<file path="src/hw/rtl/ubd_pkg.sv">
// Package for the UART baud divisor calculator.
// Holds the fixed widths, the modulation threshold table and shared types.
// No dependencies.
`timescale 1ns / 1ps

package ubd_pkg;

  // Widths fixed by the input and output fields.
  localparam int unsigned SEL_W   = 3;
  localparam int unsigned BAUD_W  = 23;
  // The clock reaches 1500000 << 7, which needs 28 bits.
  localparam int unsigned CLK_W   = 28;
  // The divisor is at most 16 times the baud rate.
  localparam int unsigned DIVR_W  = BAUD_W + 4;
  localparam int unsigned PRE_W   = 16;
  localparam int unsigned FMOD_W  = 4;
  localparam int unsigned SMOD_W  = 8;

  localparam logic [CLK_W-1:0] BASE_CLOCK_HZ = 28'd1500000;
  localparam logic [PRE_W-1:0] PRESCALER_MAX = 16'hFFFF;

  // Thresholds are given in units of 1/10000 and rounded half up.
  localparam logic [63:0] THRESH_SCALE = 64'd10000;
  localparam logic [63:0] THRESH_ROUND = 64'd5000;

  localparam int unsigned STEP_COUNT = 35;

  // Fraction thresholds, largest first, in units of 1/10000.
  localparam logic [13:0] STEP_TENK [STEP_COUNT] = '{
    14'd9288, 14'd9170, 14'd9004, 14'd8751, 14'd8572, 14'd8464, 14'd8333,
    14'd8004, 14'd7861, 14'd7503, 14'd7147, 14'd7001, 14'd6667, 14'd6432,
    14'd6254, 14'd6003, 14'd5715, 14'd5002, 14'd4378, 14'd4286, 14'd4003,
    14'd3753, 14'd3575, 14'd3335, 14'd3000, 14'd2503, 14'd2224, 14'd2147,
    14'd1670, 14'd1430, 14'd1252, 14'd1001, 14'd835,  14'd715,  14'd529
  };

  // Bit modulation pattern that belongs to each threshold.
  localparam logic [SMOD_W-1:0] STEP_PAT [STEP_COUNT] = '{
    8'hFE, 8'hFD, 8'hFB, 8'hF7, 8'hEF, 8'hDF, 8'hBF,
    8'hEE, 8'hED, 8'hDD, 8'hBB, 8'hB7, 8'hD6, 8'hB6,
    8'hB5, 8'hAD, 8'h6B, 8'hAA, 8'h55, 8'h53, 8'h92,
    8'h52, 8'h4A, 8'h49, 8'h25, 8'h44, 8'h22, 8'h21,
    8'h11, 8'h20, 8'h10, 8'h08, 8'h04, 8'h02, 8'h01
  };

  // Side band that travels with each item down the divider chain.
  typedef struct packed {
    logic valid;
    logic over;
    logic zero;
  } ubd_meta_t;

  // One finished set of divider settings.
  typedef struct packed {
    logic [PRE_W-1:0]  prescaler;
    logic [FMOD_W-1:0] first_mod;
    logic [SMOD_W-1:0] second_mod;
    logic              over;
    logic              ovf;
  } ubd_res_t;

  // Scales a threshold to a fraction with fb fraction bits, rounding half up.
  // Only used on constants, so it folds at elaboration.
  function automatic logic [31:0] thresh_scaled(input logic [13:0] tenk,
                                                input int unsigned fb);
    logic [63:0] v;
    v = ((64'(tenk) << fb) + THRESH_ROUND) / THRESH_SCALE;
    return v[31:0];
  endfunction

endpackage

</file>
<file path="src/hw/rtl/ubd_post.sv">
// Result stage: saturates the prescaler and picks the modulation values.
// Depends on ubd_pkg.
`timescale 1ns / 1ps

module ubd_post
  import ubd_pkg::*;
#(
  parameter int unsigned FRAC_BITS = 20
) (
  input  ubd_meta_t                  meta_i,
  input  logic [CLK_W+FRAC_BITS-1:0] quot_i,
  output ubd_res_t                   res_o
);

  localparam int unsigned DW = CLK_W + FRAC_BITS;

  logic [CLK_W-1:0]     ipart;
  logic [FRAC_BITS-1:0] frac;
  logic [STEP_COUNT-1:0] hit;
  logic [SMOD_W-1:0]    pattern;
  logic                 ovf;

  assign ipart = quot_i[DW-1:FRAC_BITS];
  assign frac  = quot_i[FRAC_BITS-1:0];

  // Compare the fraction against every scaled threshold in parallel.
  for (genvar i = 0; i < STEP_COUNT; i++) begin : g_thr
    localparam logic [FRAC_BITS:0] Thr =
      (FRAC_BITS+1)'(thresh_scaled(STEP_TENK[i], FRAC_BITS));
    assign hit[i] = ({1'b0, frac} >= Thr);
  end

  // The largest threshold that the fraction reaches wins.
  always_comb begin
    pattern = '0;
    for (int i = STEP_COUNT - 1; i >= 0; i--) begin
      if (hit[i]) begin
        pattern = STEP_PAT[i];
      end
    end
  end

  assign ovf = |ipart[CLK_W-1:PRE_W];

  // A zero baud rate reads as an infinite quotient.
  always_comb begin
    if (meta_i.zero) begin
      res_o.prescaler  = PRESCALER_MAX;
      res_o.first_mod  = '0;
      res_o.second_mod = '0;
      res_o.over       = 1'b1;
      res_o.ovf        = 1'b1;
    end else begin
      res_o.prescaler  = ovf ? PRESCALER_MAX : ipart[PRE_W-1:0];
      res_o.first_mod  = meta_i.over ? frac[FRAC_BITS-1 -: FMOD_W] : '0;
      res_o.second_mod = pattern;
      res_o.over       = meta_i.over;
      res_o.ovf        = ovf;
    end
  end

endmodule

</file>
<file path="config.mk">
export PLATFORM = sky130hd
export DESIGN_NAME = ubd_post
export DESIGN_NICKNAME = d
export VERILOG_FILES = /design/src/hw/rtl/ubd_pkg.sv /design/src/hw/rtl/ubd_post.sv
export SDC_FILE = /design/constraint.sdc
export NUM_CORES = 1
export LEC_CHECK = 0
export ABC_AREA = 1
export BUFFER_PORTS_ARGS = -buffer_cell sky130_fd_sc_hd__buf_4
export CAP_MARGIN = 30
export CORE_MARGIN = 1
export CORE_UTILIZATION = 48
export DETAILED_ROUTE_END_ITERATION = 10
export GPL_ROUTABILITY_DRIVEN = 0
export PLACE_DENSITY_LB_ADDON = 0.08
export SETUP_SLACK_MARGIN = 0.3
export SLEW_MARGIN = 20
export SYNTH_ARGS = -nofsm -noshare
export SYNTH_HDL_FRONTEND = slang
export SYNTH_SLANG_ARGS = --single-unit
</file>
<file path="constraint.sdc">
create_clock -name vclk -period 2.04
set_input_delay 0.306 -clock vclk [all_inputs]
set_output_delay 0.306 -clock vclk [all_outputs]
set_load 0.01 [all_outputs]
</file>
==> flow_summary.yaml, run 1 <==
placement:
  placed_area_um2: 3960
  hpwl_um: 10000
  post-place-ws_ns: -0.407
  portBuffers: 80
clock_tree:
  post_cts_buffers: 9
  ctsResizeCount: 118
  postCtsHoldBufs: 0
floorplanning:
  rows: 24
  die_h_um: 70.8
  dieWidth_um: 70.8
  io_pins: 81
  initial_core_util_pct: 51.1
yosys:
  mappedNetlistArea_um2: 2270
  synth_top_area_share_pct: 25.3
  synth_cell_types: 33
  ys_seq_area_share_pct: 0
  yosysTopAreaCell: "nand2_1"
  yosysMostFrequentCell: "nand2_1"
  avgSynthCellArea_um2: 4.69
  syn_inst: 484
  synth_area_leaders: "nand2_1, nor2_1, inv_1"
  yosysWarnings: 0
  synth_commonest_cells: "nand2_1, nor2_1, inv_1"
  synth_nets: 535
run_status:
  tool.error: "[ERROR DPL-0033] detailed placement checks failed during check placement."
  status: "aborted with a tool error"
  haltStage: "clock tree synthesis (4_1_cts)"
==> metrics by stage <==
| stage | util, % | instances | hold WS, ns |
|---|---|---|---|
| after detailed placement | 89.1 | 745 | 0.880 |
| after global placement | 89.1 | 745 | 0.874 |
| after floorplan | - | 484 | 0.716 |
==> cell families after synthesis <==
group / after synthesis / share of synthesized area [%]
AND/OR/NAND/NOR: 317 / 62.1
buffers and inverters: 74 / 13.7
AO/OA/AOI/OAI: 93 / 24.2
==> run 2, diff against run 1 <==
--- a/config.mk
+++ b/config.mk
@@ -9,11 +9,10 @@
 export BUFFER_PORTS_ARGS = -buffer_cell sky130_fd_sc_hd__buf_4
 export CAP_MARGIN = 30
 export CORE_MARGIN = 1
-export CORE_UTILIZATION = 48
+export CORE_UTILIZATION = 40
 export DETAILED_ROUTE_END_ITERATION = 10
 export GPL_ROUTABILITY_DRIVEN = 0
-export PLACE_DENSITY_LB_ADDON = 0.08
-export SETUP_SLACK_MARGIN = 0.3
+export PLACE_DENSITY_LB_ADDON = 0.15
 export SLEW_MARGIN = 20
 export SYNTH_ARGS = -nofsm -noshare
 export SYNTH_HDL_FRONTEND = slang
==> constraint.sdc (replaced) <==
create_clock -name vclk -period 2.65
set_input_delay 0.3975 -clock vclk [all_inputs]
set_output_delay 0.3975 -clock vclk [all_outputs]
set_load 0.01 [all_outputs]
==> run 2 against run 1 <==
Synthesized cell count is the same. The flow now finishes without violations. Synthesized area is the same.
==> flow_summary.yaml, run 2 <==
yosys:
  ys_seq_area_share_pct: 0
  synth_area_leaders: "nand2_1, nor2_1, inv_1"
  synth_top_area_share_pct: 25.3
  syn_inst: 484
  synth_nets: 535
  yosysWarnings: 0
  mappedNetlistArea_um2: 2270
  avgSynthCellArea_um2: 4.69
  synth_cell_types: 33
  yosysMostFrequentCell: "nand2_1"
  yosysTopAreaCell: "nand2_1"
  synth_commonest_cells: "nand2_1, nor2_1, inv_1"
run:
  max-cap-violations: 0
global_route:
  grt_max_degree: 18
  grt_pass1_wl_um: 15200
  grt.total_usage_pct: 31.4
  grt_pass1_vias: 3373
  antenna_found_initial: 0
  grt.overflow.total: 0
clock_tree:
  postCtsHoldBufs: 0
sta:
  timing.final.crit_share_pct: 98.8
  slew_violations: 0
  setup_tns_ns: 0
  slew_headroom_pct: 65.5
  hold_ws_ns: 1.06
  period_needed_ns: 2.62
  finalSetupViolCount: 0
  clock.fmax_mhz: 382
  rsz0062_at_grt: "yes"
  hold_viol_final: 0
  worstMarginPinSlew_ns: 0.514
final_layout:
  fin_area_um2: 3560
  finish.utilization_pct: 65.0
  syn_to_final_growth_pct: 56.6
  multi_input_area_um2: 2170
  fin_nets: 658
  clkbuf_count: 0
  antenna_cells: 0
  drive_gt1_share_pct: 39.3
  seq_cells: 0
  final_cell_mix: "nand2_1, buf_4, nor2_1"
  seq_area_um2: 0
  final_common_cell: "nand2_1"
  instances_no_fill: 677
  fill_cells: 552
critical_path:
  cp_max_fo: 5
  slowest_stage: "a21oi_2"
  critPathTopFamily: "simple AND/OR/NAND/NOR gates"
  crit_path_cell_trace: "buf_12 > nor2_4 > buf_6 > inv_2 > nor2_1 > nand2_1 > nor2_2 > nor2_2 > nor2_2 > nor2_2 > o21ai_1 > nand3_1 > nand2_1 > nand2_1 > nand2_1 > nand2_1 > nand2_1 > nand2_2 > a21oi_2 > buf_4"
  worstSetupStartpointType: "input port"
  startpoint: "quot_i[7]"
  cp_common_cell: "nand2_1"
  cp.required_ns: 2.25
  critical_path_arrival_ns: 2.22
  path_buf_inv: 4
  worstSetupPathType: "input port to primary output"
  critical-path-max-stage-delay_ns: 0.16
  crit_path_end_kind: "primary output"
placement:
  placedCellCount: 663
  hpwl_um: 8370
  placed_area_um2: 3170
  portBuffers: 80
floorplanning:
  die_area_um2: 5980
  initial_core_util_pct: 41.5
  dieWidth_um: 77.3
  rows: 27
  fp.coreArea_um2: 5470
  die_h_um: 77.3
  io_pins: 81
drt:
  drtIter0Drc: 674
  antenna_left: 0
  drc_errors: 0
  dr.pass1.iters: 8
  routed_wirelength_um: 10300
  avgViaCountPerCell: 5.68
  num_vias: 3845
  routedWlPerCell_um: 15.3
pwr:
  ir_drop_mv: 0.0691
  powerDensity_nw_per_um2: 140
  p_leak_nw: 1.70
worst_hold_path:
  hp-start: "quot_i[22]"
  min_path_type: "input port to primary output"
run_status:
  status: "complete, no violations"
-- run 2: cell counts after synthesis --
Identical to the previous run, type by type.
-- run 2: power by group --
group          switching [W]  total, W  leakage [nW]  internal [W]
Clock                      0         0             0             0
Combinational       0.000291  0.000496          1.70      0.000205
Sequential                 0         0             0             0
Total               0.000291  0.000496          1.70      0.000205
-- run 2: logic make-up after synthesis --
group	after synthesis	share of synthesized area, %
simple gates	317	62.1
buf+inv	74	13.7
compound gates	93	24.2
-- run 2: cell type report --
| cell class | count | share of cell area [%] |
|---|---|---|
| repair buffers | 130 | 29.4 |
| inverters | 65 | 7.14 |
| multi-input cells | 410 | 60.9 |
| well taps | 72 | 2.53 |
-- run 2: worst paths after layout --
| path | to | slack (ns) | cells after the start |
|---|---|---|---|
| min | res_o[16] | 1.06 | 3 |
| max | res_o[4] | 0.03 | 20 |
-- run 2: through the flow --
stage               worst slack, ns  power, W
floorplan                     0.406  0.000234
global placement           -0.00426  0.000420
detailed placement         -0.00983  0.000422
CTS                          0.0306  0.000425
global route                 -0.108  0.000532
finish                       0.0326  0.000496
-- run 2: per-layer routing --
layer | track usage, % | routed length, µm | share of wire [%]
met1 | 40.3 | 3950 | 38
met2 | 49.5 | 4520 | 44
met3 | 6.71 | 1300 | 13
met4 | 15.3 | 558 | 5.4
met5 | 0 | 0 | 0
-- run 2: what timing repair did --
item	in CTS	in global routing
gates cloned	0	1
pin swaps	0	19
endpoints found under the setup margin	3	7
setup buffers	0	13
resized for setup	2	77
(Power assumes the default switching activity.)
