[src/hw/rtl/ubd_pkg.sv]
// Package for the UART baud divisor calculator.
// Holds the fixed widths, the modulation threshold table and shared types.
// No dependencies.
`timescale 1ns / 1ps

package ubd_pkg;

  // Widths fixed by the input and output fields.
  localparam int unsigned SEL_W   = 3;
  localparam int unsigned BAUD_W  = 23;
  // The clock reaches 1500000 << 7, which needs 28 bits.
  localparam int unsigned CLK_W   = 28;
  // The divisor is at most 16 times the baud rate.
  localparam int unsigned DIVR_W  = BAUD_W + 4;
  localparam int unsigned PRE_W   = 16;
  localparam int unsigned FMOD_W  = 4;
  localparam int unsigned SMOD_W  = 8;

  localparam logic [CLK_W-1:0] BASE_CLOCK_HZ = 28'd1500000;
  localparam logic [PRE_W-1:0] PRESCALER_MAX = 16'hFFFF;

  // Thresholds are given in units of 1/10000 and rounded half up.
  localparam logic [63:0] THRESH_SCALE = 64'd10000;
  localparam logic [63:0] THRESH_ROUND = 64'd5000;

  localparam int unsigned STEP_COUNT = 35;

  // Fraction thresholds, largest first, in units of 1/10000.
  localparam logic [13:0] STEP_TENK [STEP_COUNT] = '{
    14'd9288, 14'd9170, 14'd9004, 14'd8751, 14'd8572, 14'd8464, 14'd8333,
    14'd8004, 14'd7861, 14'd7503, 14'd7147, 14'd7001, 14'd6667, 14'd6432,
    14'd6254, 14'd6003, 14'd5715, 14'd5002, 14'd4378, 14'd4286, 14'd4003,
    14'd3753, 14'd3575, 14'd3335, 14'd3000, 14'd2503, 14'd2224, 14'd2147,
    14'd1670, 14'd1430, 14'd1252, 14'd1001, 14'd835,  14'd715,  14'd529
  };

  // Bit modulation pattern that belongs to each threshold.
  localparam logic [SMOD_W-1:0] STEP_PAT [STEP_COUNT] = '{
    8'hFE, 8'hFD, 8'hFB, 8'hF7, 8'hEF, 8'hDF, 8'hBF,
    8'hEE, 8'hED, 8'hDD, 8'hBB, 8'hB7, 8'hD6, 8'hB6,
    8'hB5, 8'hAD, 8'h6B, 8'hAA, 8'h55, 8'h53, 8'h92,
    8'h52, 8'h4A, 8'h49, 8'h25, 8'h44, 8'h22, 8'h21,
    8'h11, 8'h20, 8'h10, 8'h08, 8'h04, 8'h02, 8'h01
  };

  // Side band that travels with each item down the divider chain.
  typedef struct packed {
    logic valid;
    logic over;
    logic zero;
  } ubd_meta_t;

  // One finished set of divider settings.
  typedef struct packed {
    logic [PRE_W-1:0]  prescaler;
    logic [FMOD_W-1:0] first_mod;
    logic [SMOD_W-1:0] second_mod;
    logic              over;
    logic              ovf;
  } ubd_res_t;

  // Scales a threshold to a fraction with fb fraction bits, rounding half up.
  // Only used on constants, so it folds at elaboration.
  function automatic logic [31:0] thresh_scaled(input logic [13:0] tenk,
                                                input int unsigned fb);
    logic [63:0] v;
    v = ((64'(tenk) << fb) + THRESH_ROUND) / THRESH_SCALE;
    return v[31:0];
  endfunction

endpackage

[src/hw/rtl/ubd_div_cell.sv]
// One cell of the restoring divider chain: resolves one quotient bit per item.
// Depends on ubd_pkg.
`timescale 1ns / 1ps

module ubd_div_cell
  import ubd_pkg::*;
#(
  parameter int unsigned DW = 48
) (
  input  logic              clk_i,
  input  logic              rst_ni,
  input  logic              en_i,
  input  ubd_meta_t         meta_i,
  input  logic [DIVR_W-1:0] rem_i,
  input  logic [DW-1:0]     dq_i,
  input  logic [DIVR_W-1:0] div_i,
  output ubd_meta_t         meta_o,
  output logic [DIVR_W-1:0] rem_o,
  output logic [DW-1:0]     dq_o,
  output logic [DIVR_W-1:0] div_o
);

  logic [DIVR_W:0]   trial;
  logic              qbit;
  logic [DIVR_W-1:0] rem_d, rem_q;
  logic [DW-1:0]     dq_d, dq_q;
  ubd_meta_t         meta_q;
  logic [DIVR_W-1:0] div_q;

  // Shift the next dividend bit into the remainder and try a subtraction.
  // The quotient bit enters at the bottom of the dividend word.
  always_comb begin
    trial = {rem_i, dq_i[DW-1]};
    qbit  = (trial >= {1'b0, div_i});
    if (qbit) begin
      rem_d = DIVR_W'(trial - {1'b0, div_i});
    end else begin
      rem_d = trial[DIVR_W-1:0];
    end
    dq_d = {dq_i[DW-2:0], qbit};
  end

  always_ff @(posedge clk_i or negedge rst_ni) begin
    if (!rst_ni) begin
      meta_q <= '0;
    end else if (en_i) begin
      meta_q <= meta_i;
    end
  end

  always_ff @(posedge clk_i) begin
    if (en_i) begin
      rem_q <= rem_d;
      dq_q  <= dq_d;
      div_q <= div_i;
    end
  end

  assign meta_o = meta_q;
  assign rem_o  = rem_q;
  assign dq_o   = dq_q;
  assign div_o  = div_q;

endmodule

[config.mk]
export PLATFORM = sky130hd
export DESIGN_NAME = ubd_div_cell
export DESIGN_NICKNAME = d
export VERILOG_FILES = /design/src/hw/rtl/ubd_pkg.sv /design/src/hw/rtl/ubd_div_cell.sv
export SDC_FILE = /design/constraint.sdc
export NUM_CORES = 1
export LEC_CHECK = 0
export BUFFER_PORTS_ARGS = -buffer_cell sky130_fd_sc_hd__clkbuf_2
export CAP_MARGIN = 10
export CORE_MARGIN = 2
export CORE_UTILIZATION = 40
export DETAILED_ROUTE_END_ITERATION = 12
export GPL_TIMING_DRIVEN = 0
export PLACE_DENSITY = 0.65
export SLEW_MARGIN = 20
export SYNTH_ARGS = -nofsm -noshare
export SYNTH_HDL_FRONTEND = slang
export SYNTH_SLANG_ARGS = --single-unit
[constraint.sdc]
create_clock -name clk_i -period 2.4 [get_ports clk_i]
set_clock_uncertainty 0.1 [all_clocks]
set_input_delay 0.12 -clock clk_i [delete_from_list [all_inputs] [get_ports clk_i]]
set_output_delay 0.12 -clock clk_i [all_outputs]
set_load 0.1 [all_outputs]
Word level (Yosys, flattened, before mapping)

Index checks and enable logic that the tools add are counted.

Add/sub/neg operators: 1
$mul: 0
Divide/modulo/power cells: 0
$lt $le $gt $ge: 1
Equal/unequal tests: 0
Shifts and indexed selects: 0
Mux-type cells: 1
Bitwise logic cells: 0
Reductions and logical operators: 0

Operator list:

| kind                                                           | count |
|---|---|
| 28-bit by 27-bit greater-or-equal comparator with 1-bit output | 1 |
| 27-bit two-way mux                                             | 1 |
| 27-bit subtractor                                              | 1 |

Bits in registers: 105
Bits in latches: 0
Bits in writable memories: 0
ROM bits: 0
Input bits: 108
Output and inout port bits: 105
Logic and storage cells: 9
Memories kept: 0

Depth between registers and ports, before layout

Word-level depth: 2
Depth in mapped cells: 13
Depth with buffers taken out: 12

Worst setup path after synthesis

Ideal clock, no wire load.

Path kind: in2reg
Start point: input dq_i[47]
End point: register rem_q[10], in the netlist rem_o[10] (data pin)
Arrival time: 2,407 ps
Data required time: 2,040 ps
Path slack: -367 ps
Stages on the path: 13
Path through: inv_1 -> ha_1 -> fa_1 -> nor2b_1 -> o2111ai_2 -> a21oi_1 -> o2111a_1 -> o31ai_4 -> a21oi_4 -> nor2_4 -> inv_4 -> buf_6 -> mux2_4

Cells in the longest elaborated chain, start to end: 2
Elaborated cells on any way between the ends: 3
Classes of those cells: add/sub (1); order compare (1); mux (1)

RTL lines:

| what                                                                                                       | RTL line                               | source |
|---|---|---|
| start, declared                                                                                            | ubd_div_cell.sv:15                     | `input logic [DW-1:0] dq_i,` |
| 27-bit subtractor / 28-bit by 27-bit greater-or-equal comparator with 1-bit output (equally long branches) | ubd_div_cell.sv:36, ubd_div_cell.sv:34 |  |
| 27-bit two-way mux *                                                                                       | ubd_div_cell.sv:35                     | `if (qbit) begin` |
| via rem_d[10]                                                                                              | ubd_div_cell.sv:25                     | `logic [DIVR_W-1:0] rem_d, rem_q;` |
| end signal, assigned                                                                                       | ubd_div_cell.sv:53                     | `rem_q <= rem_d;` |
| end, declared                                                                                              | ubd_div_cell.sv:25                     |  |

Mark *: on every way through the listed nets, which the timed path passes. The rest lies on a longest branch.
A chain may end at the register's enable or synchronous reset.

Worst setup path after layout

Start point: input dq_i[47]
End point: register rem_q[16], in the netlist rem_o[16] (data pin)

The elaborated chain is that of the path after synthesis.

==> flow_summary.ini <==
[run_status]
status = complete, but fails checks
violations = negative setup slack

[layout]
regArea_mm2 = 0.003138
final_util_pct = 64.83
diodes = 0
nets = 861
syn_to_final_growth_pct = 58.64
drive_gt1_share_pct = 42.05
finalNonFillerCells = 902
fill_cells = 1035
multiInputGateArea_mm2 = 0.002067

[global_route]
grt_pass1_vias = 4582
grt_usage_pct = 21.42
grt_max_degree = 57
grt-ovfl-total = 0
antenna_found_initial = 0
grt_pass1_wl_um = 23320

[setup_path]
cp_max_fo = 5
r2r_cells = 1
crit_buf_inv = 5
critPathRequiredTime_ns = 2.41
start_kind = input pin
reg2reg_to = meta_o[2]
reg2reg_slack_ns = 1.55
critPathTopFamily = compound AO/OA/AOI/OAI gates
path_class = input pin to flop
cp_cell_sequence = clkbuf_16 > inv_8 > ha_4 > fa_2 > nor2b_4 > o2111ai_4 > a21oi_4 > o2111a_2 > o31ai_4 > a21oi_4 > nor2_4 > inv_4 > buf_12 > buf_12 > mux2_4
crit_arrival_ns = 2.48
cp-end-kind = flop
timing.rr.start = meta_o[2]
crit_slowest_cell = fa_2
max_stage_delay_ns = 0.37

[timing]
period_minus_slack_ns = 2.473
tightestPinTransition_ns = 0.5812
setup_viol = 23
setup_ws_ns = -0.07250
maxSlewViolCount = 0
max_freq_mhz = 404.4
slew_headroom_pct = 61.42
fin_crit_sh_pct = 103.0
hold_ws_ns = 0.03294
rsz0062_at_grt = true
hold_viol = 0

[clocking]
cts_buffers = 9
cts.path.max_buffers = 2
clk_pin_slew_worst_paths_ns = 0.07
insertion_delay_ns = 0.35
numClockSinks = 105
cts_max_level = 3
cts_tree = built
cts-root-buf = clkbuf_16

[power]
power.leakage_nw = 3.671
irDropWorstVdd_mv = 0.3712
power_density_mw_per_mm2 = 755.4

[synthesis]
synth-warning-count = 0
synth.area.top_cells = edfxtp_1 59%, ha_1 6.6%, mux2_4 3.8%, inv_1 2.6%, a21oi_1 2.4%
synth_ff_type = edfxtp_1
synth_top_cell_by_area = edfxtp_1
synth_cell_types = 56
ys_seq_elements = 105
async_flop_share_pct = 2.857
synth.top_cell.area_share_pct = 59.39
postSynthAreaPerCell_um2 = 13.29
synth_area_mm2 = 0.005157
ys_seq_area_share_pct = 60.84
synth-edff-count = 102
synthesis.nets = 524
netlist_instances = 388

[detailed_routing]
vias = 4361
drt-total-wl_um = 14790
drc = 0
firstDrtPassIters = 4
routed_via_density = 4.835
ant_nets = 0
drtIter0Drc = 243
wl_per_cell_um = 16.40

[floorplan]
io_pins = 213
die_area_mm2 = 0.01382
rows = 41
initial_core_util_pct = 40.87
core_mm2 = 0.01262
dieHeight_um = 117.6
die_w_um = 117.6

[min_path]
whs_path_depth = 3
hp-class = input pin to flop
hold_end = rem_o[0]
min_from = dq_i[47]

[placed_design]
dpl.cell_count = 773
gp_congestion = 0.7983
post-place-ws_ns = -0.7823
hpwl_um = 9817
portBuffers = 212

[job]
drv_cap = 0
[synth_stat cells (all sizes together) (6+ instances only)]
master / n
o21ai: 21
nand2: 14
ha: 27
mux2: 21
a21o: 12
nor3: 7
nand4: 6
a21oi: 27
nand3: 10
and3: 6
xor2: 11
edfxtp: 102
inv: 37
xnor2: 6
nor2: 18
[cells in the final DEF (no fill, tap or decap), types with 11 or more instances in the layout]
cell,Yosys,final
clkbuf_2,0,210
a21o_1,12,12
dlygate4sd3_1,0,98
o21ai_0,16,16
mux2_4,13,18
edfxtp_1,102,102
nor2_1,17,17
a21oi_1,25,20
buf_4,0,12
xor2_1,11,11
nand2_1,14,14
ha_1,27,19
inv_1,36,35
[kinds of logic after synthesis]
kind of cell,count (synthesis),synth area share [%]
flip-flops,105,60.84
AO/OA/AOI/OAI,94,12.40
AND/OR/NAND/NOR,79,7.836
XOR/XNOR,17,2.887
multiplexers,21,5.531
buffers and inverters,44,3.566
adder cells (fa/ha/maj),28,6.938
[sequential cells by signal (all words and copies together), names as in the netlist]
name    count
div_o      27
rem_o      27
dq_o       48
meta_o      3
[worst max-delay path by stage]
stage | endpoint | start | cells after the start | slack, ns
5_1_grt | rem_o[11] | div_i[1] | 11 | -0.18
2_1_floorplan | rem_o[10] | dq_i[47] | 13 | -0.23
3_3_place_gp | rem_o[23] | div_i[12] | 14 | -0.76
6_report | rem_o[16] | dq_i[47] | 15 | -0.07
3_5_place_dp | rem_o[25] | div_i[17] | 13 | -0.78
4_1_cts | rem_o[22] | dq_i[47] | 15 | -0.12
[metrics by stage]
| stage | area (µm²) | setup TNS, ns | power [W] |
|---|---|---|---|
| after global placement | 6501 | -28.55 | 0.004534 |
| after floorplan | 5225 | -3.364 | 0.004125 |
| final | 8182 | -1.054 | 0.006180 |
| after global routing | 8182 | -3.466 | 0.006411 |
| after CTS | 8046 | -1.859 | 0.006160 |
| after detailed placement | 6538 | -17.85 | 0.004547 |
[power breakdown]
part / internal [W] / switching, W / leakage [nW]
logic: 0.000647 / 0.00183 / 2.51
registers: 0.00223 / 0.0000526 / 1.03
clock network: 0.000721 / 0.000695 / 0.129
total: 0.00360 / 0.00258 / 3.67
[final cells by class]
class | count | area share, %
Inverter | 37 | 1.820
Tap cell | 172 | 2.630
Clock buffer | 10 | 2.799
Timing Repair Buffer | 330 | 27.92
Buffer | 3 | 0.5505
Sequential cell | 105 | 38.35
Clock inverter | 6 | 0.6576
Multi-Input combinational cell | 239 | 25.26
[per-layer routing]
metal / vias to the layer above / share of wire, % / track usage, %
met2: 158 / 52 / 38.38
met3: 28 / 6.8 / 6.928
li1: 2151 / - / -
met1: 2024 / 39 / 23.74
met4: 0 / 2.4 / 7.831
met5: - / 0 / 0
[what timing repair did]
action / CTS / global route
hold buffers: 98 / 0
setup buffers: 12 / 7
setup endpoints to repair: 26 / 25
pin swaps: 9 / 7
hold endpoints to repair: 99 / 0
cloned: 1 / 0
gates resized for setup: 25 / 20
Power figures use the tool's default switching activity.
