--- src/hw/rtl/ubd_pkg.sv ---
// Package for the UART baud divisor calculator.
// Holds the fixed widths, the modulation threshold table and shared types.
// No dependencies.
`timescale 1ns / 1ps

package ubd_pkg;

  // Widths fixed by the input and output fields.
  localparam int unsigned SEL_W   = 3;
  localparam int unsigned BAUD_W  = 23;
  // The clock reaches 1500000 << 7, which needs 28 bits.
  localparam int unsigned CLK_W   = 28;
  // The divisor is at most 16 times the baud rate.
  localparam int unsigned DIVR_W  = BAUD_W + 4;
  localparam int unsigned PRE_W   = 16;
  localparam int unsigned FMOD_W  = 4;
  localparam int unsigned SMOD_W  = 8;

  localparam logic [CLK_W-1:0] BASE_CLOCK_HZ = 28'd1500000;
  localparam logic [PRE_W-1:0] PRESCALER_MAX = 16'hFFFF;

  // Thresholds are given in units of 1/10000 and rounded half up.
  localparam logic [63:0] THRESH_SCALE = 64'd10000;
  localparam logic [63:0] THRESH_ROUND = 64'd5000;

  localparam int unsigned STEP_COUNT = 35;

  // Fraction thresholds, largest first, in units of 1/10000.
  localparam logic [13:0] STEP_TENK [STEP_COUNT] = '{
    14'd9288, 14'd9170, 14'd9004, 14'd8751, 14'd8572, 14'd8464, 14'd8333,
    14'd8004, 14'd7861, 14'd7503, 14'd7147, 14'd7001, 14'd6667, 14'd6432,
    14'd6254, 14'd6003, 14'd5715, 14'd5002, 14'd4378, 14'd4286, 14'd4003,
    14'd3753, 14'd3575, 14'd3335, 14'd3000, 14'd2503, 14'd2224, 14'd2147,
    14'd1670, 14'd1430, 14'd1252, 14'd1001, 14'd835,  14'd715,  14'd529
  };

  // Bit modulation pattern that belongs to each threshold.
  localparam logic [SMOD_W-1:0] STEP_PAT [STEP_COUNT] = '{
    8'hFE, 8'hFD, 8'hFB, 8'hF7, 8'hEF, 8'hDF, 8'hBF,
    8'hEE, 8'hED, 8'hDD, 8'hBB, 8'hB7, 8'hD6, 8'hB6,
    8'hB5, 8'hAD, 8'h6B, 8'hAA, 8'h55, 8'h53, 8'h92,
    8'h52, 8'h4A, 8'h49, 8'h25, 8'h44, 8'h22, 8'h21,
    8'h11, 8'h20, 8'h10, 8'h08, 8'h04, 8'h02, 8'h01
  };

  // Side band that travels with each item down the divider chain.
  typedef struct packed {
    logic valid;
    logic over;
    logic zero;
  } ubd_meta_t;

  // One finished set of divider settings.
  typedef struct packed {
    logic [PRE_W-1:0]  prescaler;
    logic [FMOD_W-1:0] first_mod;
    logic [SMOD_W-1:0] second_mod;
    logic              over;
    logic              ovf;
  } ubd_res_t;

  // Scales a threshold to a fraction with fb fraction bits, rounding half up.
  // Only used on constants, so it folds at elaboration.
  function automatic logic [31:0] thresh_scaled(input logic [13:0] tenk,
                                                input int unsigned fb);
    logic [63:0] v;
    v = ((64'(tenk) << fb) + THRESH_ROUND) / THRESH_SCALE;
    return v[31:0];
  endfunction

endpackage

--- src/hw/rtl/ubd_prep.sv ---
// Entry stage of the baud divisor calculator: builds the dividend and divisor.
// Depends on ubd_pkg.
`timescale 1ns / 1ps

module ubd_prep
  import ubd_pkg::*;
#(
  parameter int unsigned FRAC_BITS = 20
) (
  input  logic                          clk_i,
  input  logic                          rst_ni,
  input  logic                          en_i,
  input  logic                          valid_i,
  input  logic [SEL_W-1:0]              sel_i,
  input  logic [BAUD_W-1:0]             baud_i,
  output ubd_meta_t                     meta_o,
  output logic [DIVR_W-1:0]             rem_o,
  output logic [CLK_W+FRAC_BITS-1:0]    dq_o,
  output logic [DIVR_W-1:0]             div_o
);

  localparam int unsigned DW = CLK_W + FRAC_BITS;

  logic [CLK_W-1:0]  clock;
  logic [DIVR_W-1:0] baud16;
  ubd_meta_t         meta_d, meta_q;
  logic [DW-1:0]     dq_d, dq_q;
  logic [DIVR_W-1:0] div_d, div_q;

  // Oversampling is decided exactly, on the clock against sixteen baud periods.
  always_comb begin
    clock       = BASE_CLOCK_HZ << sel_i;
    baud16      = {baud_i, 4'b0000};
    meta_d.valid = valid_i;
    meta_d.over  = (clock > {1'b0, baud16});
    meta_d.zero  = (baud_i == '0);
    div_d        = meta_d.over ? baud16 : {4'b0000, baud_i};
    dq_d         = {clock, {FRAC_BITS{1'b0}}};
  end

  // Only the valid bit needs a reset.
  always_ff @(posedge clk_i or negedge rst_ni) begin
    if (!rst_ni) begin
      meta_q <= '0;
    end else if (en_i) begin
      meta_q <= meta_d;
    end
  end

  always_ff @(posedge clk_i) begin
    if (en_i) begin
      dq_q  <= dq_d;
      div_q <= div_d;
    end
  end

  assign meta_o = meta_q;
  assign rem_o  = '0;
  assign dq_o   = dq_q;
  assign div_o  = div_q;

endmodule

--- config.mk ---
export PLATFORM = sky130hd
export DESIGN_NAME = ubd_prep
export DESIGN_NICKNAME = d
export VERILOG_FILES = /design/src/hw/rtl/ubd_pkg.sv /design/src/hw/rtl/ubd_prep.sv
export SDC_FILE = /design/constraint.sdc
export NUM_CORES = 1
export LEC_CHECK = 0
export ABC_AREA = 1
export BUFFER_PORTS_ARGS = -buffer_cell sky130_fd_sc_hd__buf_2
export CELL_PAD_IN_SITES_DETAIL_PLACEMENT = 1
export CELL_PAD_IN_SITES_GLOBAL_PLACEMENT = 1
export CORE_MARGIN = 2
export CORE_UTILIZATION = 36
export CTS_CLUSTER_DIAMETER = 40
export DETAILED_ROUTE_END_ITERATION = 16
export HOLD_SLACK_MARGIN = 0.08
export PLACE_DENSITY_LB_ADDON = 0.1
export SYNTH_ARGS = -nofsm -noshare
export SYNTH_HDL_FRONTEND = slang
export SYNTH_SLANG_ARGS = --single-unit
--- constraint.sdc ---
create_clock -name clk_i -period 0.8 [get_ports clk_i]
set_input_delay 0.16 -clock clk_i [delete_from_list [all_inputs] [get_ports clk_i]]
set_output_delay 0.16 -clock clk_i [all_outputs]
set_load 0.01 [all_outputs]
; ---- Word-level counts from Yosys, hierarchy flattened
; Index checks and enable logic that the tools add are counted.
[totals]
ff_bits = 58
latch_bits = 0
ramBits = 0
rom_bits = 0
in_bits = 30
output_inout_bits = 105
wordCells = 11
memories = 0
[op_classes]
add_sub_neg = 0
multipliers = 0
div_mod_pow = 0
n_lt_le_gt_ge = 1
eq_ne = 0
shift = 1
n_mux = 1
n_bitwise = 0
reduce_logical = 1
[ops]
columns = op, n
row1 = > comparator 28 x 27 -> 1 bit, 1
row2 = "<< shifter 21 x 3 -> 28 bit, first input constant", 1
row3 = logical NOT 23 bit, 1
row4 = 2-to-1 mux 23 bit, 1

; ---- Logic depth before layout (Yosys ltp)
; Gate-level depths: netlist of the first run.
[logic_depth]
ltp_word = 3
ltp_mapped = 17
mapped_depth_nobuf = 16

; ---- Worst setup path after synthesis of the first run
; Ideal clock, no wire load.
[synth_timing]
path_kind = input port to flip-flop
startpoint = input port sel_i[0]
endpoint = register div_q[6], in the netlist div_o[6], data pin
arrival_time_ns = 2.034
required_time_ns = 0.547
setup_slack_ns = -1.486
cell_stages = 16
path_cell_list = inv_1 ha_1 inv_1 nor2_1 o21bai_1 ha_1 nand2_1 nor2_1 nand4_1 nor2_4 nand2_2 nand3_4 nand2_2 buf_6 nand2_1 nand2_1
[synth_between]
elab_chain_len = 3
[synth_lines]
columns = item, line_no
row1 = start: declaration, ubd_prep.sv:14  ; input logic [SEL_W-1:0] sel_i,
row2 = << shifter 21 x 3 -> 28 bit, ubd_prep.sv:32  ; clock = BASE_CLOCK_HZ << sel_i;
row3 = named net clock[7], ubd_prep.sv:24  ; logic [CLK_W-1:0] clock;
row4 = > comparator 28 x 27 -> 1 bit, ubd_prep.sv:35  ; meta_d.over = (clock > {1'b0, baud16});
row5 = 2-to-1 mux 23 bit, ubd_prep.sv:37  ; div_d = meta_d.over ? baud16 : {4'b0000, baud_i};
row6 = named net div_d[6], ubd_prep.sv:28  ; logic [DIVR_W-1:0] div_d, div_q;
row7 = end signal: assignment, ubd_prep.sv:53  ; div_q <= div_d;
row8 = end: declaration, ubd_prep.sv:28
; The timed path passes the listed nets, and every way through them passes these cells.
; A chain may end at the register's enable or synchronous reset.

; ---- Worst setup path in the final report of the first run
[layout_timing]
startpoint = input port sel_i[1]
endpoint = register div_q[11], in the netlist div_o[11], data pin
; The elaborated chain is that of the path after synthesis.

==> impl_metrics.json, run 1 <==
{
  "grt_pass1_vias": 3199,
  "ys_seq_area_share_pct": 47.9,
  "cts_sinks": 53,
  "power.total_uw": 8040,
  "clk_path_buf_depth": 2,
  "p_comb_share_pct": 37.3,
  "p_per_area_nw_per_um2": 1470,
  "netSwitchingFraction_pct": 33.2,
  "reg2reg_to": "meta_o[0]",
  "ys_types": 24,
  "nNetsFinal": 601,
  "synthCells": 346,
  "firstDrtPassIters": 4,
  "grt-ovfl-total": 0,
  "clk_pin_slew_ns": 0.11,
  "start_util_pct": 37.4,
  "remaining_drc_errors": 0,
  "start_kind": "input pin",
  "end_kind": "register",
  "crit_cells": 17,
  "io_buffers": 82,
  "die_x_um": 99.6,
  "syn_area_per_cell_sq_um": 9.52,
  "switching_power_uw": 2670,
  "dieHeight_um": 99.6,
  "fill_cells": 968,
  "cp-endpoint": "div_o[11]",
  "core_sq_um": 8810,
  "regArea_sq_um": 1580,
  "dpl.hpwl_um": 7580,
  "status": "finished, violations left",
  "fin_ws_ns": -1.32,
  "ioPinCount": 135,
  "p_int_uw": 5370,
  "min_path_type": "input pin to async pin",
  "crit_start": "sel_i[1]",
  "path_cells": "buf_12 -> inv_12 -> ha_4 -> inv_4 -> nor2_4 -> o21bai_4 -> ha_4 -> nand2_4 -> nor2_4 -> nand4_1 -> nor2_4 -> nand2_2 -> nand3_4 -> buf_6 -> nand2_8 -> nand2_2 -> nand2_1",
  "drtIter0Drc": 94,
  "clockPowerShare_pct": 19.8,
  "setup_viol": 91,
  "antenna_found_initial": 0,
  "finalCritPeriodShare_pct": 265,
  "worstPathArrival_ns": 2.20,
  "cts_made_buffers": 5,
  "drive_above_1_share_pct": 56.4,
  "totalWireLength_um": 12200,
  "cellLeakagePower_uw": 0.00268,
  "cap_violations": 0,
  "die-area_sq_um": 9930,
  "multi_input_area_sq_um": 1900,
  "grt_max_degree": 32,
  "critical_path.top_delay_family": "simple AND/OR/NAND/NOR gates",
  "critPathBufInv": 4,
  "wl_per_cell_um": 18.8,
  "cts_tree": "done",
  "grt_pass1_wl_um": 16800,
  "netlist_area_sq_um": 3290,
  "ff2ff_setup_slack_ns": -0.05,
  "period_needed_ns": 2.12,
  "syn_to_final_growth_pct": 66.3,
  "path_class": "input pin to register",
  "diodes": 0,
  "ff2ff_path_depth": 4,
  "crit_required_ns": 0.88,
  "violations": "negative setup slack",
  "vdd_ir_drop_max_mv": 0.698,
  "fin_worst_skew_ns": 0,
  "rsz0062_at_grt": "yes",
  "gp_routability_congestion": 0.826,
  "final-max-slew-violation-count": 0,
  "antenna_left": 0,
  "pwr-share-seq_pct": 43.0,
  "grt_use_total_pct": 22.0,
  "hold_slack_ns": 0.159,
  "r2r-start": "meta_o[0]",
  "clkLatencyLatePin_ns": 0.32,
  "vias": 3113,
  "cts_root_buffer": "clkbuf_8",
  "hold_viol": 0,
  "viasPerCell": 4.78,
  "rows": 34,
  "synth_warnings": 0,
  "htreeDepth": 2,
  "max_freq_mhz": 472,
  "ys_seq_elements": 53,
  "slowest_stage": "ha_4",
  "critPathMaxFanout": 6,
  "critPathMaxStageDelay_ns": 0.28,
  "cp_common_cell": "nor2_4"
}
==> cells by family (layout without fill, tap and decap cells) <==
family,after synthesis,after routing,share of synthesized area (%)
fa+ha+maj,29,29,11.0
compound gates,27,27,4.41
simple gates,134,137,18.4
other cells,1,52,0.114
buf+inv,102,245,18.2
flops,53,53,47.9
==> cell usage in the layout (no fill, tap or decap), types with 3 or more instances in the layout <==
cell type / synthesis / routed
inv_1: 41 / 29
conb_1: 1 / 52
nor2_4: 1 / 11
nand2_2: 3 / 22
o21ai_2: 0 / 6
edfxtp_1: 50 / 50
buf_4: 53 / 84
nand4_1: 6 / 6
a21oi_2: 0 / 3
buf_8: 0 / 5
nand2_8: 0 / 4
nand2_1: 74 / 50
ha_1: 29 / 21
dfrtp_1: 3 / 3
a21oi_1: 16 / 6
a21oi_4: 0 / 7
buf_2: 3 / 73
buf_6: 2 / 19
buf_16: 0 / 3
nand3_2: 0 / 19
nor2_1: 20 / 9
buf_12: 0 / 8
ha_4: 0 / 8
inv_4: 0 / 3
clkbuf_8: 0 / 5
clkinvlp_4: 0 / 3
inv_2: 1 / 6
nand2_4: 0 / 4
nand3_1: 24 / 4
==> what timing repair did <==
action	CTS	global route
resized for setup	113	68
setup endpoints to repair	100	100
hold buffers	2	0
hold endpoints to repair	4	0
setup buffers	18	13
cloned	6	1
pin swaps	49	23
==> registers in the layout, indices dropped and copies added, names as in the netlist <==
name / flops
div_o: 27
dq_o: 23
meta_o: 3
==> per-layer routing <==
layer	GRT usage [%]	vias to the layer above	share of wire, %
met5	0	-	0
met4	6.53	0	2.2
met3	2.39	21	4.5
met2	41.9	119	55
met1	25.8	1538	38
li1	-	1435	-
==> worst min path at each step <==
| stage | endpoint | cells after the start |
|---|---|---|
| after floorplan | meta_o[0] | 0 |
| after global placement | meta_o[0] | 1 |
| after detailed placement | meta_o[1] | 1 |
| after CTS | div_o[7] | 3 |
| after global routing | meta_o[1] | 2 |
| final | meta_o[2] | 2 |
==> final cells by class <==
| class | count | share of cell area [%] |
|---|---|---|
| multi-input cells | 245 | 34.7 |
| repair buffers | 195 | 28.9 |
| flip-flops and latches | 53 | 28.8 |
| inverters | 42 | 3.54 |
| well taps | 108 | 2.47 |
| clock buffers | 6 | 1.33 |
| clock inverters | 2 | 0.274 |
==> Yosys cell counts (all sizes together) <==
cell type	number	area, sq um
nor4	3	18.8
ha	29	363
o21ai	7	35.0
nand4	7	58.8
conb	1	3.75
dfrtp	3	75.1
inv	42	158
o21bai	2	15.0
clkbuf	2	7.51
nor2	22	92.6
a21o	2	15.0
edfxtp	50	1500
nand3	25	138
nand2	77	297
buf	58	435
a21oi	16	80.1
==> per-stage QoR <==
step	setup WS (ns)	std cells	area (sq um)	utilization (%)	TNS, ns
2_1_floorplan	-1.32	397	3550	-	-36.25
3_3_place_gp	-1.76	608	4260	48.4	-67.06
3_5_place_dp	-1.89	608	4260	48.4	-71.17
4_1_cts	-1.27	639	5100	57.9	-46.07
5_1_grt	-1.43	651	5480	62.2	-52.56
6_report	-1.32	651	5480	62.2	-47.49
==> power groups by stage <==
stage                     clock [uW]  combinational (uW)  sequential (uW)
after floorplan                    0                 980             3680
final                           1590                3000             3460
after CTS                       1610                2570             3460
after detailed placement           0                1950             3520
after global routing            1730                3190             3490
after global placement             0                1890             3510
Note: power is estimated with default switching activity, not from simulation.
==> run 2: changes to the inputs <==
- ABC_AREA: 1 -> 0
- CORE_UTILIZATION: 36 -> 37
==> run 2 against run 1 <==
The flow still finishes with violations (negative setup slack). Flip-flop and latch count did not move. Fmax fell by 13%. Synthesized cell count fell by 23%. Sequential share of layout area rose by 3.1 points. Total power fell by 2.6%. Via count fell by 17%. First-iteration DRC count fell by 46%. Clock skew did not move. Sequential power barely moved. Die area fell by 4.8%. Global-route usage fell by 2.8 points. Largest cell class unchanged.
==> impl_metrics.json, run 2 <==
{
  "io_buffers": 82,
  "drive_above_1_share_pct": 55.9,
  "cts_made_buffers": 5,
  "end_kind": "register",
  "antenna_left": 0,
  "cellLeakagePower_uw": 0.00236,
  "synthCells": 268,
  "violations": "negative setup slack",
  "cap_violations": 0,
  "ys_seq_area_share_pct": 49.0,
  "placed_cell_area_sq_um": 4250,
  "clockPowerShare_pct": 24.7,
  "fin_util_pct": 57.8,
  "finalCritPeriodShare_pct": 303,
  "wl_per_cell_um": 17.0,
  "die-area_sq_um": 9450,
  "setup_tns_ns": -55.46,
  "clkLatencyLatePin_ns": 0.31,
  "period_needed_ns": 2.42,
  "synthArstFlopShare_pct": 5.66,
  "clk_pin_slew_ns": 0.10,
  "synth_area_leader_cell": "edfxtp_1",
  "grt_max_degree": 18,
  "synth_edf_count": 50,
  "die_x_um": 97.2,
  "max_freq_mhz": 413,
  "fin_worst_skew_ns": 0,
  "cts_sinks": 53,
  "most-common-layout-cells": "buf_2, buf_4, conb_1, edfxtp_1, inv_1",
  "pwr-share-seq_pct": 43.9,
  "multi_input_area_sq_um": 1690,
  "dieHeight_um": 97.2,
  "power.total_uw": 7840,
  "netSwitchingFraction_pct": 28.7,
  "placed_cells": 536,
  "core_sq_um": 8550,
  "p_per_area_nw_per_um2": 1580,
  "min_path_type": "input pin to register",
  "cts_root_buffer": "clkbuf_8",
  "hold_viol": 0,
  "yosysMostFrequentCell": "buf_4",
  "final_common_cell": "buf_2",
  "final-max-slew-violation-count": 0,
  "largest_reg_flops": 27,
  "fill_cells": 933,
  "status": "finished, violations left",
  "clk_path_buf_depth": 2,
  "syn_area_per_cell_sq_um": 12.0,
  "vdd_ir_drop_max_mv": 0.817,
  "synth-main-ff-cell": "edfxtp_1",
  "grt-ovfl-total": 0,
  "switching_power_uw": 2250,
  "rows": 34,
  "crit_required_ns": 0.96,
  "gp_routability_congestion": 0.820,
  "syn_to_final_growth_pct": 53.9,
  "netlist_area_sq_um": 3210,
  "firstDrtPassIters": 4,
  "vias": 2578,
  "dpl.hpwl_um": 7130,
  "diodes": 0,
  "remaining_drc_errors": 0,
  "antenna_found_initial": 0,
  "grt_pass1_wl_um": 14200,
  "drtIter0Drc": 51,
  "instances_no_fill": 559,
  "rsz0062_at_grt": "yes",
  "synth_warnings": 0,
  "regArea_sq_um": 1580,
  "design_area_sq_um": 4950,
  "start_util_pct": 37.6,
  "setup_viol": 98,
  "viasPerCell": 4.61,
  "fin_ws_ns": -1.62,
  "ys_top_cells_by_area": "edfxtp_1, buf_4, ha_1, mux2i_1, inv_1",
  "ioPinCount": 135,
  "worstPathArrival_ns": 2.58,
  "ff2ff_setup_slack_ns": 0.06,
  "totalWireLength_um": 9520,
  "grt_pass1_vias": 2709,
  "ys_seq_elements": 53,
  "ys_types": 40,
  "critPathMaxFanout": 4,
  "start_kind": "input pin",
  "nNetsFinal": 509,
  "synth_common_cells": "buf_4, edfxtp_1, ha_1, inv_1, mux2i_1",
  "cts_tree": "done",
  "htreeDepth": 2,
  "p_int_uw": 5590,
  "synth_top_area_share_pct": 46.7,
  "path_class": "input pin to register",
  "grt_use_total_pct": 19.2,
  "p_comb_share_pct": 31.4
}
-- run 2: cell types whose count changed after synthesis, sizes merged, moves of 11 or more --
cell | previous run | this run
mux2i | 0 | 24
inv | 42 | 28
nand2 | 77 | 4
nand3 | 25 | 4
nor2 | 22 | 11
-- run 2: stage by stage --
| step | setup slack [ns] | hold slack, ns |
|---|---|---|
| final | -1.62 | 0.0732 |
| after global routing | -1.70 | 0.0761 |
| after detailed placement | -2.10 | -0.0378 |
| after floorplan | -1.65 | -0.136 |
| after global placement | -2.02 | -0.0395 |
| after CTS | -1.66 | 0.0774 |
-- run 2: worst paths after layout --
kind | cells after the start | end | startpoint
worst max-delay path | 12 | div_o[9] | sel_i[1]
worst min-delay path | 2 | meta_o[2] | valid_i
worst max register to register | 1 | meta_o[2] | meta_o[2]
worst min register to register | 1 | meta_o[2] | meta_o[2]
max in group asynchronous | 2 | meta_o[0] | rst_ni
min in group asynchronous | 2 | meta_o[1] | rst_ni
-- run 2: cell type report --
class / count / area share (%)
repair buffers: 181 / 26.5
inverters: 28 / 2.33
clock buffers: 6 / 1.67
flip-flops and latches: 53 / 31.9
clock inverters: 2 / 0.759
multi-input cells: 181 / 34.1
well taps: 108 / 2.73
-- run 2: per-layer routing --
metal | track usage (%) | vias to the layer above | routed length [um]
met5 | 0 | - | 0
met4 | 5.63 | 0 | 189
met3 | 2.09 | 11 | 432
met2 | 35.5 | 100 | 4960
met1 | 23.6 | 1254 | 3940
li1 | - | 1213 | -
-- run 2: power groups by stage --
stage	combinational [uW]	clock, uW	sequential, uW
final	2460	1940	3440
after global routing	2640	2060	3470
after CTS	2280	1950	3450
after detailed placement	1960	0	3510
after global placement	1910	0	3500
after floorplan	982	0	3650
-- run 2: cells by family (layout without fill, tap and decap cells) --
logic type | count (synthesis) | in the layout | share of synthesized area, %
other cells | 1 | 52 | 0.117
fa+ha+maj | 29 | 29 | 11.3
simple gates | 44 | 44 | 7.82
compound gates | 30 | 30 | 6.85
flops | 53 | 53 | 49.0
buf+inv | 85 | 217 | 16.7
mux | 26 | 26 | 8.17
-- run 2: worst max-delay path: stages --
cell        delay [ns]
buf_8             0.08
clkinvlp_4        0.15
ha_4              0.35
nor2b_4           0.23
ha_4              0.23
and4b_1           0.20
a211oi_2          0.20
o221a_2           0.26
nor2_4            0.06
o21ai_4           0.26
buf_6             0.17
mux2i_2           0.23
-- run 2: repair_timing --
item                       CTS  global route
gates resized for setup     51            43
buffers inserted            14             7
gates cloned                 1             0
hold buffers                 1             0
pin swaps                   14            16
setup endpoints to repair  101           100
hold endpoints to repair     4             0
==> run 3: changes to the inputs <==
- PLACE_DENSITY: not set -> 0.83
- PLACE_DENSITY_LB_ADDON: 0.1 -> not set
==> run 3 against run 2 <==
The run still ends with negative setup slack left. Critical path type unchanged. Fmax down 14%. Non-clock buffer count grew 7. Worst hold slack gained 0.054 ns. Global-route usage is 7.0 points higher.
==> impl_metrics.json, run 3 (same netlist as run 2, synthesis figures left out) <==
{
  "io_buffers": 82,
  "cts_root_buffer": "clkbuf_8",
  "grt_max_degree": 25,
  "crit_required_ns": 0.97,
  "end_kind": "register",
  "start_kind": "input pin",
  "clk_path_buf_depth": 2,
  "fill_cells": 897,
  "grt_use_total_pct": 26.3,
  "placed_cells": 532,
  "syn_to_final_growth_pct": 59.6,
  "grt_pass1_wl_um": 18700,
  "remaining_drc_errors": 0,
  "power.total_uw": 8470,
  "antenna_left": 0,
  "fin_worst_skew_ns": 0,
  "diodes": 0,
  "gp_routability_congestion": 0.841,
  "post-place-ws_ns": -2.23,
  "min_path_type": "input pin to register",
  "cts_tree": "done",
  "die-area_sq_um": 9450,
  "status": "finished, violations left",
  "violations": "negative setup slack",
  "fin_util_pct": 60.0,
  "core_sq_um": 8550,
  "fin_ws_ns": -2.01,
  "antenna_found_initial": 0,
  "cellLeakagePower_uw": 0.00241,
  "most-common-layout-cells": "buf_4, buf_2, conb_1, edfxtp_1",
  "grt_pass1_vias": 3028,
  "rows": 34,
  "grt-ovfl-total": 0,
  "largest_reg_flops": 27,
  "cts_sinks": 53,
  "htreeDepth": 2,
  "vdd_ir_drop_max_mv": 0.742,
  "multi_input_area_sq_um": 1800,
  "p_per_area_nw_per_um2": 1650,
  "dieHeight_um": 97.2,
  "clk_pin_slew_ns": 0.13,
  "setup_viol": 99,
  "rsz0062_at_grt": "yes",
  "vias": 3040,
  "viasPerCell": 5.37,
  "start_util_pct": 37.6,
  "cts_made_buffers": 5,
  "die_x_um": 97.2,
  "nNetsFinal": 516,
  "drive_above_1_share_pct": 57.6,
  "wl_per_cell_um": 26.9,
  "period_needed_ns": 2.81,
  "critPathMaxFanout": 6,
  "firstDrtPassIters": 6,
  "max_freq_mhz": 355,
  "instances_no_fill": 566,
  "regArea_sq_um": 1580,
  "ioPinCount": 135,
  "path_class": "input pin to register",
  "clkLatencyLatePin_ns": 0.32,
  "worstPathArrival_ns": 2.98,
  "setup_tns_ns": -68.90,
  "drtIter0Drc": 149,
  "finalCritPeriodShare_pct": 352,
  "hold_viol": 0,
  "final-max-slew-violation-count": 0,
  "final_common_cell": "buf_4",
  "dpl.hpwl_um": 8210,
  "totalWireLength_um": 15200,
  "cap_violations": 0
}
[run 3: what timing repair did]
item	CTS	global route
buffers inserted	15	16
endpoints found under the setup margin	100	101
cloned	2	1
hold buffers	1	0
endpoints found under the hold margin	3	0
pin swaps	3	13
resized for setup	61	58
[run 3: worst max-delay path: stages]
cell and delay (ns):
buf_8 0.08, clkinvlp_4 0.17, ha_4 0.37, nor2_4 0.05, a21oi_2 0.14, ha_1 0.30
a21oi_2 0.21, o21ai_2 0.11, a2111oi_4 0.42, nand3_4 0.13, o21ai_4 0.29, buf_4 0.18
buf_12 0.12, mux2i_1 0.26
[run 3: final timing paths]
kind | startpoint | endpoint | slack [ns] | depth (start not counted)
worst max-delay path | sel_i[0] | div_o[14] | -2.01 | 14
worst min-delay path | valid_i | meta_o[2] | 0.13 | 2
worst max register to register | meta_o[2] | meta_o[2] | -0.07 | 1
worst min register to register | meta_o[2] | meta_o[2] | 0.67 | 1
max in group asynchronous | rst_ni | meta_o[0] | 0.50 | 2
min in group asynchronous | rst_ni | meta_o[2] | 0.15 | 2
[run 3: where the power goes]
group	internal, uW	switching [uW]
clock network	934	1050
registers	3370	132
logic	1380	1600
total	5680	2780
[run 3: final cells by class]
type                            count  area share (%)
Clock buffer                        6            1.41
Clock inverter                      2           0.683
Inverter                           28            2.19
Sequential cell                    53            30.7
Multi-Input combinational cell    181            35.2
Timing Repair Buffer              188            27.2
Tap cell                          108            2.63
[run 3: routing by layer]
metal | global-route usage [%] | vias to the layer above | part of all wire, %
met5 | 0 | - | 0
met4 | 11.7 | 0 | 6.8
met3 | 3.96 | 78 | 9.3
met2 | 50.6 | 280 | 50
met1 | 28.0 | 1459 | 33
li1 | - | 1223 | -
[run 3: through the flow]
| stage | hold slack (ns) | cell area, sq um |
|---|---|---|
| 2_1_floorplan | -0.136 | 3490 |
| 3_3_place_gp | -0.0417 | 4200 |
| 3_5_place_dp | -0.0298 | 4200 |
| 4_1_cts | 0.0868 | 4740 |
| 5_1_grt | 0.132 | 5130 |
| 6_report | 0.128 | 5130 |
